===== src/rtl/des_ofb_stream_cipher_top_assert.svh =====
// Assertion macros used by the DES OFB cipher top
`ifndef DES_OFB_STREAM_CIPHER_TOP_ASSERT_SVH
`define DES_OFB_STREAM_CIPHER_TOP_ASSERT_SVH
// Same-cycle implication, clocked on clk, off during reset
`define DESOFB_ASSERT_NOW(label, ante, cons, msg) \
    label: assert property (@(posedge clk) disable iff (!rst_n) (ante) |-> (cons)) \
        else $error(msg);
// Next-cycle implication, clocked on clk, off during reset
`define DESOFB_ASSERT_NEXT(label, ante, cons, msg) \
    label: assert property (@(posedge clk) disable iff (!rst_n) (ante) |=> (cons)) \
        else $error(msg);
`endif


===== src/rtl/desofb_pkg.sv =====
// Package: DES tables, round functions and the per-cell state type
package desofb_pkg;

    localparam int NUM_ROUNDS = 16;

    // Configuration register indexes
    localparam logic CFG_KEY = 1'b0;
    localparam logic CFG_IV  = 1'b1;

    typedef struct packed {
        logic        valid;
        logic        last;
        logic [31:0] l;
        logic [31:0] r;
        logic [27:0] c;
        logic [27:0] d;
        logic [63:0] pt;
    } cell_t;

    localparam int TAB_IP [64] = '{
        58,50,42,34,26,18,10,2, 60,52,44,36,28,20,12,4,
        62,54,46,38,30,22,14,6, 64,56,48,40,32,24,16,8,
        57,49,41,33,25,17,9,1,  59,51,43,35,27,19,11,3,
        61,53,45,37,29,21,13,5, 63,55,47,39,31,23,15,7 };

    localparam int TAB_FP [64] = '{
        40,8,48,16,56,24,64,32, 39,7,47,15,55,23,63,31,
        38,6,46,14,54,22,62,30, 37,5,45,13,53,21,61,29,
        36,4,44,12,52,20,60,28, 35,3,43,11,51,19,59,27,
        34,2,42,10,50,18,58,26, 33,1,41,9,49,17,57,25 };

    localparam int TAB_E [48] = '{
        32,1,2,3,4,5, 4,5,6,7,8,9, 8,9,10,11,12,13, 12,13,14,15,16,17,
        16,17,18,19,20,21, 20,21,22,23,24,25, 24,25,26,27,28,29,
        28,29,30,31,32,1 };

    localparam int TAB_P [32] = '{
        16,7,20,21,29,12,28,17, 1,15,23,26,5,18,31,10,
        2,8,24,14,32,27,3,9,    19,13,30,6,22,11,4,25 };

    localparam int TAB_PC1 [56] = '{
        57,49,41,33,25,17,9,1,58,50,42,34,26,18,10,2,59,51,43,35,27,19,11,3,
        60,52,44,36,63,55,47,39,31,23,15,7,62,54,46,38,30,22,14,6,
        61,53,45,37,29,21,13,5,28,20,12,4 };

    localparam int TAB_PC2 [48] = '{
        14,17,11,24,1,5,3,28,15,6,21,10,23,19,12,4,26,8,16,7,27,20,13,2,
        41,52,31,37,47,55,30,40,51,45,33,48,44,49,39,56,34,53,46,42,50,36,29,32 };

    localparam int TAB_ROT [16] = '{1,1,2,2,2,2,2,2,1,2,2,2,2,2,2,1};

    localparam logic [3:0] SBOX [8][64] = '{
        '{14,4,13,1,2,15,11,8,3,10,6,12,5,9,0,7, 0,15,7,4,14,2,13,1,10,6,12,11,9,5,3,8,
          4,1,14,8,13,6,2,11,15,12,9,7,3,10,5,0, 15,12,8,2,4,9,1,7,5,11,3,14,10,0,6,13},
        '{15,1,8,14,6,11,3,4,9,7,2,13,12,0,5,10, 3,13,4,7,15,2,8,14,12,0,1,10,6,9,11,5,
          0,14,7,11,10,4,13,1,5,8,12,6,9,3,2,15, 13,8,10,1,3,15,4,2,11,6,7,12,0,5,14,9},
        '{10,0,9,14,6,3,15,5,1,13,12,7,11,4,2,8, 13,7,0,9,3,4,6,10,2,8,5,14,12,11,15,1,
          13,6,4,9,8,15,3,0,11,1,2,12,5,10,14,7, 1,10,13,0,6,9,8,7,4,15,14,3,11,5,2,12},
        '{7,13,14,3,0,6,9,10,1,2,8,5,11,12,4,15, 13,8,11,5,6,15,0,3,4,7,2,12,1,10,14,9,
          10,6,9,0,12,11,7,13,15,1,3,14,5,2,8,4, 3,15,0,6,10,1,13,8,9,4,5,11,12,7,2,14},
        '{2,12,4,1,7,10,11,6,8,5,3,15,13,0,14,9, 14,11,2,12,4,7,13,1,5,0,15,10,3,9,8,6,
          4,2,1,11,10,13,7,8,15,9,12,5,6,3,0,14, 11,8,12,7,1,14,2,13,6,15,0,9,10,4,5,3},
        '{12,1,10,15,9,2,6,8,0,13,3,4,14,7,5,11, 10,15,4,2,7,12,9,5,6,1,13,14,0,11,3,8,
          9,14,15,5,2,8,12,3,7,0,4,10,1,13,11,6, 4,3,2,12,9,5,15,10,11,14,1,7,6,0,8,13},
        '{4,11,2,14,15,0,8,13,3,12,9,7,5,10,6,1, 13,0,11,7,4,9,1,10,14,3,5,12,2,15,8,6,
          1,4,11,13,12,3,7,14,10,15,6,8,0,5,9,2, 6,11,13,8,1,4,10,7,9,5,0,15,14,2,3,12},
        '{13,2,8,4,6,15,11,1,10,9,3,14,5,0,12,7, 1,15,13,8,10,3,7,4,12,5,6,11,0,14,9,2,
          7,11,4,1,9,12,14,2,0,6,10,13,15,3,5,8, 2,1,14,7,4,10,8,13,15,12,9,0,3,5,6,11} };

    // Table positions count from 1 at the most significant bit
    function automatic logic [63:0] perm_ip(input logic [63:0] x);
        logic [63:0] y;
        for (int i = 0; i < 64; i++) y[63-i] = x[64-TAB_IP[i]];
        return y;
    endfunction

    function automatic logic [63:0] perm_fp(input logic [63:0] x);
        logic [63:0] y;
        for (int i = 0; i < 64; i++) y[63-i] = x[64-TAB_FP[i]];
        return y;
    endfunction

    function automatic logic [55:0] perm_pc1(input logic [63:0] x);
        logic [55:0] y;
        for (int i = 0; i < 56; i++) y[55-i] = x[64-TAB_PC1[i]];
        return y;
    endfunction

    function automatic logic [47:0] perm_pc2(input logic [55:0] x);
        logic [47:0] y;
        for (int i = 0; i < 48; i++) y[47-i] = x[56-TAB_PC2[i]];
        return y;
    endfunction

    function automatic logic [31:0] feistel(input logic [31:0] r, input logic [47:0] k);
        logic [47:0] x;
        logic [31:0] s;
        logic [5:0]  six;
        logic [31:0] y;
        for (int i = 0; i < 48; i++) x[47-i] = r[32-TAB_E[i]];
        x = x ^ k;
        for (int b = 0; b < 8; b++)
        begin
            six = x[47-6*b -: 6];
            s[31-4*b -: 4] = SBOX[b][{six[5], six[0], six[4:1]}];
        end
        for (int i = 0; i < 32; i++) y[31-i] = s[32-TAB_P[i]];
        return y;
    endfunction

endpackage


===== src/rtl/desofb_round_cell.sv =====
// Module: one DES round cell, holds a block in flight and its key schedule
module desofb_round_cell
    import desofb_pkg::*;
#(
    parameter int ROT = 1
)(
    input  logic  clk,
    input  logic  rst_n,
    input  logic  advance,
    input  cell_t prev,
    output cell_t cur_reg
);

    logic [27:0] c_rot;
    logic [27:0] d_rot;
    logic [47:0] subkey;
    cell_t       cur_next;

    // Rotate key halves, derive subkey, run one Feistel round
    always_comb
    begin
        c_rot    = {prev.c[27-ROT:0], prev.c[27:28-ROT]};
        d_rot    = {prev.d[27-ROT:0], prev.d[27:28-ROT]};
        subkey   = perm_pc2({c_rot, d_rot});
        cur_next = prev;
        cur_next.c = c_rot;
        cur_next.d = d_rot;
        cur_next.l = prev.r;
        cur_next.r = prev.l ^ feistel(prev.r, subkey);
    end

    // Advance the whole cell with the chain
    always_ff @(posedge clk or negedge rst_n)
    begin
        if (!rst_n)
            cur_reg <= '0;
        else if (advance)
            cur_reg <= cur_next;
    end

endmodule


===== config.mk =====
export PLATFORM = sky130hd
export DESIGN_NAME = desofb_round_cell
export DESIGN_NICKNAME = d
export VERILOG_FILES = /design/src/rtl/des_ofb_stream_cipher_top_assert.svh /design/src/rtl/desofb_pkg.sv /design/src/rtl/desofb_round_cell.sv
export SDC_FILE = /design/constraint.sdc
export NUM_CORES = 1
export LEC_CHECK = 0
export BUFFER_PORTS_ARGS = -buffer_cell sky130_fd_sc_hd__buf_4
export CORE_MARGIN = 2
export CORE_UTILIZATION = 40
export CTS_CLUSTER_DIAMETER = 150
export DETAILED_ROUTE_END_ITERATION = 10
export GPL_TIMING_DRIVEN = 0
export PLACE_DENSITY_LB_ADDON = 0.05
export SYNTH_ARGS = -nofsm -noshare
export SYNTH_HDL_FRONTEND = slang
export SYNTH_SLANG_ARGS = --single-unit

===== constraint.sdc =====
create_clock -name clk -period 0.8 [get_ports clk]
set_input_delay 0.24 -clock clk [delete_from_list [all_inputs] [get_ports clk]]
set_output_delay 0.24 -clock clk [all_outputs]
set_load 0.01 [all_outputs]

==> results by group, run 1 <==
Worst setup path
  – Worst Setup Path Type: input pin to register
  – Max FO, Critical Path: 7
  – Worst setup SP type: input pin
  – Crit end category: register
  – Arr. time, crit path: 2200 ps
  – WP data required: roughly 1200 ps

Detailed routing
  – DR vias: roughly 12k
  – Remaining antenna violation count: 0
  – Via/cell ratio: roughly 5.3
  – Drt initial violations: 687
  – Drt first pass iters: 5
  – DRC: 0
  – WL final: 42140 um
  – Post-DR wirelength/cell: 19.29 um

Global routing
  – Total grt overflow: 0
  – First-pass GRT wire length: 61970 um
  – Antenna violations before repair: 0
  – Largest net degree at the start of global routing: 95
  – Overall Global Routing Usage: about 25%
  – Number of global-route vias before repair: around 12k

Logic synthesis
  – Yosys warns: 0
  – Post-Synth XOR/XNOR Area: between 10% and 20%
  – Register area share after synthesis: approximately 38%
  – Adder-cell share of the synthesized area: 6.316%
  – Mux cell area share after synthesis: about 23%
  – Top_reg_cell synth: dfrtp_1
  – EDFF count, synth: 0
  – Synth Area in Compound Gates: between 10% and 20%
  – Mapped Cells: 1130
  – Main combinational cell family by area after synthesis: multiplexers
  – Synth Register Bits: 186
  – Simple-Gate Fraction of Synth Area: under 10%
  – Asr flop ratio synth: between 90% and 100%
  – Library cells used by synthesis: 65
  – Syn nets: between 1k and 1.5k
  – Syn_area_per_cell: between 10 and 15 um^2
  – Post-Syn Area: about 0.012 mm^2

Place
  – I/O Buffers: ~370
  – Post-DP HPWL: 26840 um
  – Cell Area, Placed: between 0.015 and 0.02 mm^2
  – RD Place Congestion: 0.8765

Die
  – Initial core utilization: between 40 and 50%
  – I/O Pins: around 380
  – Row Count: 64
  – Core box area: 0.03043 mm^2
  – Die Height: 179.2 um
  – Full die area: approximately 0.032 mm^2
  – Die span in x: ~180 um

Timing
  – Post-route minimum period: around 1900 ps
  – # setup viols final: ~300
  – FMAX: about 540 MHz
  – Worst slew pin tran: around 850 ps
  – Clock skew: 0 ps
  – Endpoints failing hold: 93
  – Worst hold slack: -323.4 ps
  – Final worst slack: -1055 ps
  – Slew headroom: 42.82%
  – Crit share post-route: 231.9%
  – Unrepaired setup endpoints after global routing: yes
  – Slew Limit Fails: 0

Clocking
  – CTS sink cnt: approximately 190
  – CTS tree: done
  – CTS max path bufs: 2
  – Clock slew at reported path FFs: ~70 ps
  – Clk root buf: clkbuf_16
  – Total CTS buffers: 17
  – H-tree Lvls: 4
  – Worst skew pair latency: around 450 ps

Status
  – Status: finished with violations
  – Failing checks: negative hold slack, negative setup slack

Layout
  – Fin area: around 0.022 mm^2
  – Share of cells above drive strength 1: about three fifths
  – Util after Layout: around 73%
  – Max reg flops: between 150 and 200
  – Diodes inserted: 0
  – # fillers: slightly above 2k
  – Synth-to-layout area growth: 81.82%
  – Fin nets: roughly 2k

Power and ir drop
  – PD cells: ~1800 mW/mm^2
  – Worst IR Drop VDD: between 1.5 and 2 mV
  – P_leak: around 10 nW
  – Overall Power: ~39 mW

Flow run
  – Max-cap viol count: 0

Min path
  – Min-Delay Path Class: input pin to asynchronous set/reset pin
==> per-stage QoR <==
| step | setup slack [ps] | setup TNS (ps) | instances |
|---|---|---|---|
| 6_report | -1055 | -115120 | 2185 |
| 5_1_grt | -1116 | -125140 | 2185 |
| 4_1_cts | -1042 | -114640 | 2131 |
| 3_5_place_dp | -1810 | -148980 | 1896 |
| 3_3_place_gp | -1849 | -442080 | 1895 |
| 2_1_floorplan | -1287 | -76890 | 1130 |
==> routing by layer <==
layer / vias up / share of wire [%] / wire length, um / global-route usage (%)
met5: - / 0 / 0 / 0
met4: 0 / 2.6 / 1079 / 8.804
met3: 71 / 7.0 / 2954 / 7.358
met2: 423 / 50 / 21170 / 41.14
met1: 5796 / 40 / 16940 / 30.73
li1: 5393 / - / - / -
==> what timing repair did <==
action / CTS / global route
endpoints found under the hold margin: 157 / 100
cloned: 0 / 1
pin swaps: 102 / 77
hold buffers: 64 / 7
endpoints found under the setup margin: 219 / 406
resized for setup: 375 / 184
setup buffers: 142 / 69
==> worst max-delay path: stages <==
cell and delay [ps]:
buf_8 100, xor2_4 350, ha_4 290, inv_6 70, buf_6 110, nor3_4 40
nor4_1 280, a311oi_1 90, a31oi_1 210, xnor2_1 130, mux2_4 270
==> power breakdown <==
part | total (mW) | internal, mW | switching (mW)
Combinational | 18.3 | 10.5 | 7.89
Clock | 9.06 | 4.74 | 4.32
Sequential | 11.7 | 10.7 | 1.03
Total | 39.1 | 25.9 | 13.2
==> final cells by class <==
type | count | area (um^2) | area share [%]
flip-flops and latches | 186 | 4654 | 20.84
inverters | 40 | 203.9 | 0.9132
multi-input cells | 841 | 9364 | 41.93
repair buffers | 630 | 6252 | 28.00
plain buffers | 61 | 762.0 | 3.412
well taps | 396 | 495.5 | 2.219
clock inverters | 14 | 175.2 | 0.7844
clock buffers | 17 | 425.4 | 1.905
==> cell families (layout without fill, tap and decap cells) <==
logic type,Yosys count,in the layout
flip-flops,186,186
multiplexers,222,222
AO/OA/AOI/OAI,232,232
XOR/XNOR,126,126
adder cells (fa/ha/maj),62,62
AND/OR/NAND/NOR,199,199
buffers and inverters,103,762
==> worst paths after layout <==
path | from | end | slack, ps | cells past startpoint
min in group clk | prev[74] | cur_reg[75] | 10 | 2
worst max-delay path | prev[141] | cur_reg[128] | -1050 | 11
worst max register to register | cur_reg[0] | cur_reg[0] | -140 | 2
worst min register to register | cur_reg[85] | cur_reg[85] | 530 | 1
worst min-delay path | rst_n | cur_reg[179] | -320 | 1
max in group asynchronous | rst_n | cur_reg[47] | 240 | 2
==> placed cells by master (no fill, tap or decap), types with 20 or more instances in the layout <==
cell type	count
clkbuf_16	36
dfrtp_1	186
buf_8	20
xnor2_1	41
ha_4	35
buf_4	273
nand2_1	54
nand3_1	20
mux4_2	26
nor3_1	21
nor2_1	64
buf_6	268
dlygate4sd3_1	48
ha_1	22
mux2i_1	22
xor2_1	27
mux2_2	38
mux2_4	130
o211ai_1	27
dlymetal6s4s_1	23
xor2_4	20
a21oi_1	48
==> cell usage after synthesis, drive strengths merged, types with 28 or more instances <==
master / count / area, um^2
a211oi: 28 / 210.2
a21oi: 55 / 275.3
clkbuf: 45 / 170.2
dfrtp: 186 / 4654
ha: 62 / 775.7
inv: 38 / 142.6
mux2: 168 / 1892
mux2i: 28 / 280.3
nand2: 61 / 229.0
nor2: 77 / 289.0
o21ai: 38 / 190.2
xnor2: 67 / 665.6
xor2: 59 / 565.5
No activity file was read; power rests on OpenSTA's default activity.
==> inputs of run 2 (changes only) <==
Settings changed: CORE_UTILIZATION 40 to 48, SLEW_MARGIN from default to 20.
==> run 2 against run 1 <==
Compared with the run above:
- the flow still finishes with violations (negative hold slack, negative setup slack)
- total power increased by 2.0%
- fmax decreased by 4.9%
- wire length increased by 14%
- worst hold slack worse by 19 ps
- combinational power is 3% higher
- global-route usage is 5.6 points higher
- via count is 6.8% higher
- clock-buffer cell count unchanged
- register-to-register slack got worse by 120 ps
- first-iteration DRC count increased by 62%
- critical endpoint is now cur_reg[150]
==> results by group, run 2 (synthesized netlist as in run 1, its figures left out) <==
Timing
  – Crit share post-route: 243.9% (+12 points)
  – Slew headroom: 31.98% (-11 points)
  – Fin Setup TNS: -117240 ps (-2112 ps)
  – Endpoints failing hold: 90 (-3.2%)
  – Slew Limit Fails: 0 (unchanged)
  – Worst slew pin tran: 1020 ps (+168.6 ps)
  – Clock skew: 0 ps (unchanged)
  – Unrepaired setup endpoints after global routing: yes
  – # setup viols final: 302 (-0.66%)
  – Final worst slack: -1151 ps (-95.93 ps)
  – FMAX: 512.6 MHz (-4.9%)
  – Post-route minimum period: 1951 ps (+95.93 ps)
  – Worst hold slack: -342.4 ps (-19.03 ps)

Detailed routing
  – Via/cell ratio: 6.039 (+13%)
  – DRC: 0 (unchanged)
  – Post-DR wirelength/cell: 23.27 um (+21%)
  – Drt first pass iters: 6 (+1)
  – DR vias: 12.48k (+6.8%)
  – Remaining antenna violation count: 0 (unchanged)
  – WL final: 48090 um (+14%)
  – Drt initial violations: 1114 (+62%)

Clocking
  – Clock slew at reported path FFs: 80 ps (about the same)
  – Total CTS buffers: 17 (unchanged)
  – CTS sink cnt: 186 (unchanged)
  – Clk root buf: clkbuf_16
  – CTS tree: done
  – Worst skew pair latency: 450 ps (about the same)
  – CTS max path bufs: 2 (unchanged)
  – H-tree Lvls: 4 (unchanged)

Die
  – Full die area: 0.02688 mm^2 (-16%)
  – I/O Pins: 375 (unchanged)
  – Row Count: 58 (-9.4%)
  – Die Height: 164.0 um (-8.5%)
  – Core box area: 0.02518 mm^2 (-17%)
  – Initial core utilization: 48.78% (+8.4 points)
  – Die span in x: 164.0 um (-8.5%)

Worst setup path
  – WP buf/inv: 3 (unchanged)
  – Worst setup SP type: input pin
  – Flop2flop setup slack: -260 ps (-120 ps)
  – Most common cell on crit path: buf_12
  – Crit end category: register
  – Worst Setup Path Type: input pin to register
  – Slowest CP cell: mux4_2
  – Setup crit start: prev[144]
  – R2R depth: 3 (+1)
  – Reg2reg start: cur_reg[150]
  – Largest stage delay on the critical path: 500 ps (+150 ps)
  – Worst path cell trace: buf_12, xor2_4, clkinv_4, buf_12, ha_4, a211o_1, mux4_2, xnor2_2, mux2_4
  – FF-to-FF End: cur_reg[150]
  – Arr. time, crit path: 2300 ps (+100 ps)
  – CP Capture Point: cur_reg[150]
  – WP data required: 1140 ps (about the same)
  – Max FO, Critical Path: 4 (-3)
  – Path length in cells of the critical path: 9 (-2)
  – Crit path max-delay family: multiplexers

Layout
  – Fin nets: 1975 (-2.6%)
  – Commonest non-fill, non-tap cell in the layout: buf_4
  – Area of the multi-input gates: 0.009483 mm^2 (+1.3%)
  – Fin area: 0.02182 mm^2 (-2.3%)
  – Share of cells above drive strength 1: 62.21% (+3.5 points)
  – Most frequent cells in the layout: buf_4 (283), buf_6 (274), dfrtp_1 (186)
  – Register area: 0.004654 mm^2 (unchanged)
  – Util after Layout: 86.66% (+13 points)
  – Synth-to-layout area growth: 77.67%
  – Max reg flops: 186 (unchanged)
  – # fillers: 1155 (-43%)

Status
  – Failing checks: negative hold slack, negative setup slack
  – Status: finished with violations

Power and ir drop
  – PD cells: 1828 mW/mm^2 (+4.4%)
  – P_leak: 9.786 nW (-3.1%)
  – Worst IR Drop VDD: 1.364 mV (-16%)

Global routing
  – Overall Global Routing Usage: 30.40% (+5.6 points)
  – First-pass GRT wire length: 64200 um (+3.6%)
  – Antenna violations before repair: 2 (+2)
  – Number of global-route vias before repair: 12.04k (+3.9%)
  – Largest net degree at the start of global routing: 97 (+2.1%)
  – Total grt overflow: 0 (unchanged)

Flow run
  – Max-cap viol count: 0 (unchanged)

Place
  – Cell Area, Placed: 0.01720 mm^2 (-0.48%)
  – I/O Buffers: 369 (unchanged)
  – RD Place Congestion: 0.9060 (+3.4%)
  – Post-DP HPWL: 26720 um (-0.44%)

Min path
  – Min-Delay Path Class: input pin to asynchronous set/reset pin
[run 2: area by class of cell]
cell class	count	area share, %
Antenna cell	1	0.01147
Buffer	61	3.675
Clock buffer	17	1.949
Clock inverter	14	0.8428
Inverter	40	0.9861
Multi-Input combinational cell	841	43.45
Sequential cell	186	21.33
Tap cell	330	1.892
Timing Repair Buffer	577	25.86
[run 2: worst min path at each step]
stage | startpoint | to | slack (ps) | cells past startpoint
2_1_floorplan | rst_n | cur_reg[0] | -60 | 0
4_1_cts | rst_n | cur_reg[178] | -190 | 1
6_report | rst_n | cur_reg[178] | -340 | 1
3_3_place_gp | prev[7] | cur_reg[7] | 470 | 2
3_5_place_dp | rst_n | cur_reg[178] | 280 | 1
5_1_grt | rst_n | cur_reg[92] | -270 | 1
[run 2: worst reg2reg max path, delay by kind of cell, from the launching register on]
| kind | cells | cell delay, ps |
|---|---|---|
| multiplexers | 1 | 270 |
| flip-flops | 1 | 410 |
| buffers and inverters | 2 | 270 |
[run 2: power by group]
part	internal [mW]	leakage (nW)	switching [mW]	total (mW)
clock	4.75	0.293	4.48	9.24
combinational	10.4	7.33	8.51	18.9
sequential	10.7	2.16	1.09	11.8
[run 2: stage by stage]
step	power, mW	instances	setup WS, ps
after floorplan	19.87	1130	-1287
after global placement	24.55	1829	-1762
after detailed placement	24.90	1830	-1715
after CTS	37.15	2004	-1064
after global routing	41.43	2067	-1195
final	39.90	2067	-1151
[run 2: timing repair]
item,in CTS,in global routing
pin swaps,99,90
gates cloned,2,2
resized for setup,364,210
endpoints found under the hold margin,90,90
buffers inserted,144,82
endpoints found under the setup margin,219,402
[run 2: routing by layer]
metal  vias to the layer above  share of wire, %  global-route usage [%]
li1                       5313                 -                       -
met1                      6137                35                   37.05
met2                       802                51                   52.20
met3                       230               8.7                   7.121
met4                         0               5.2                   11.88
met5                         -                 0                       0
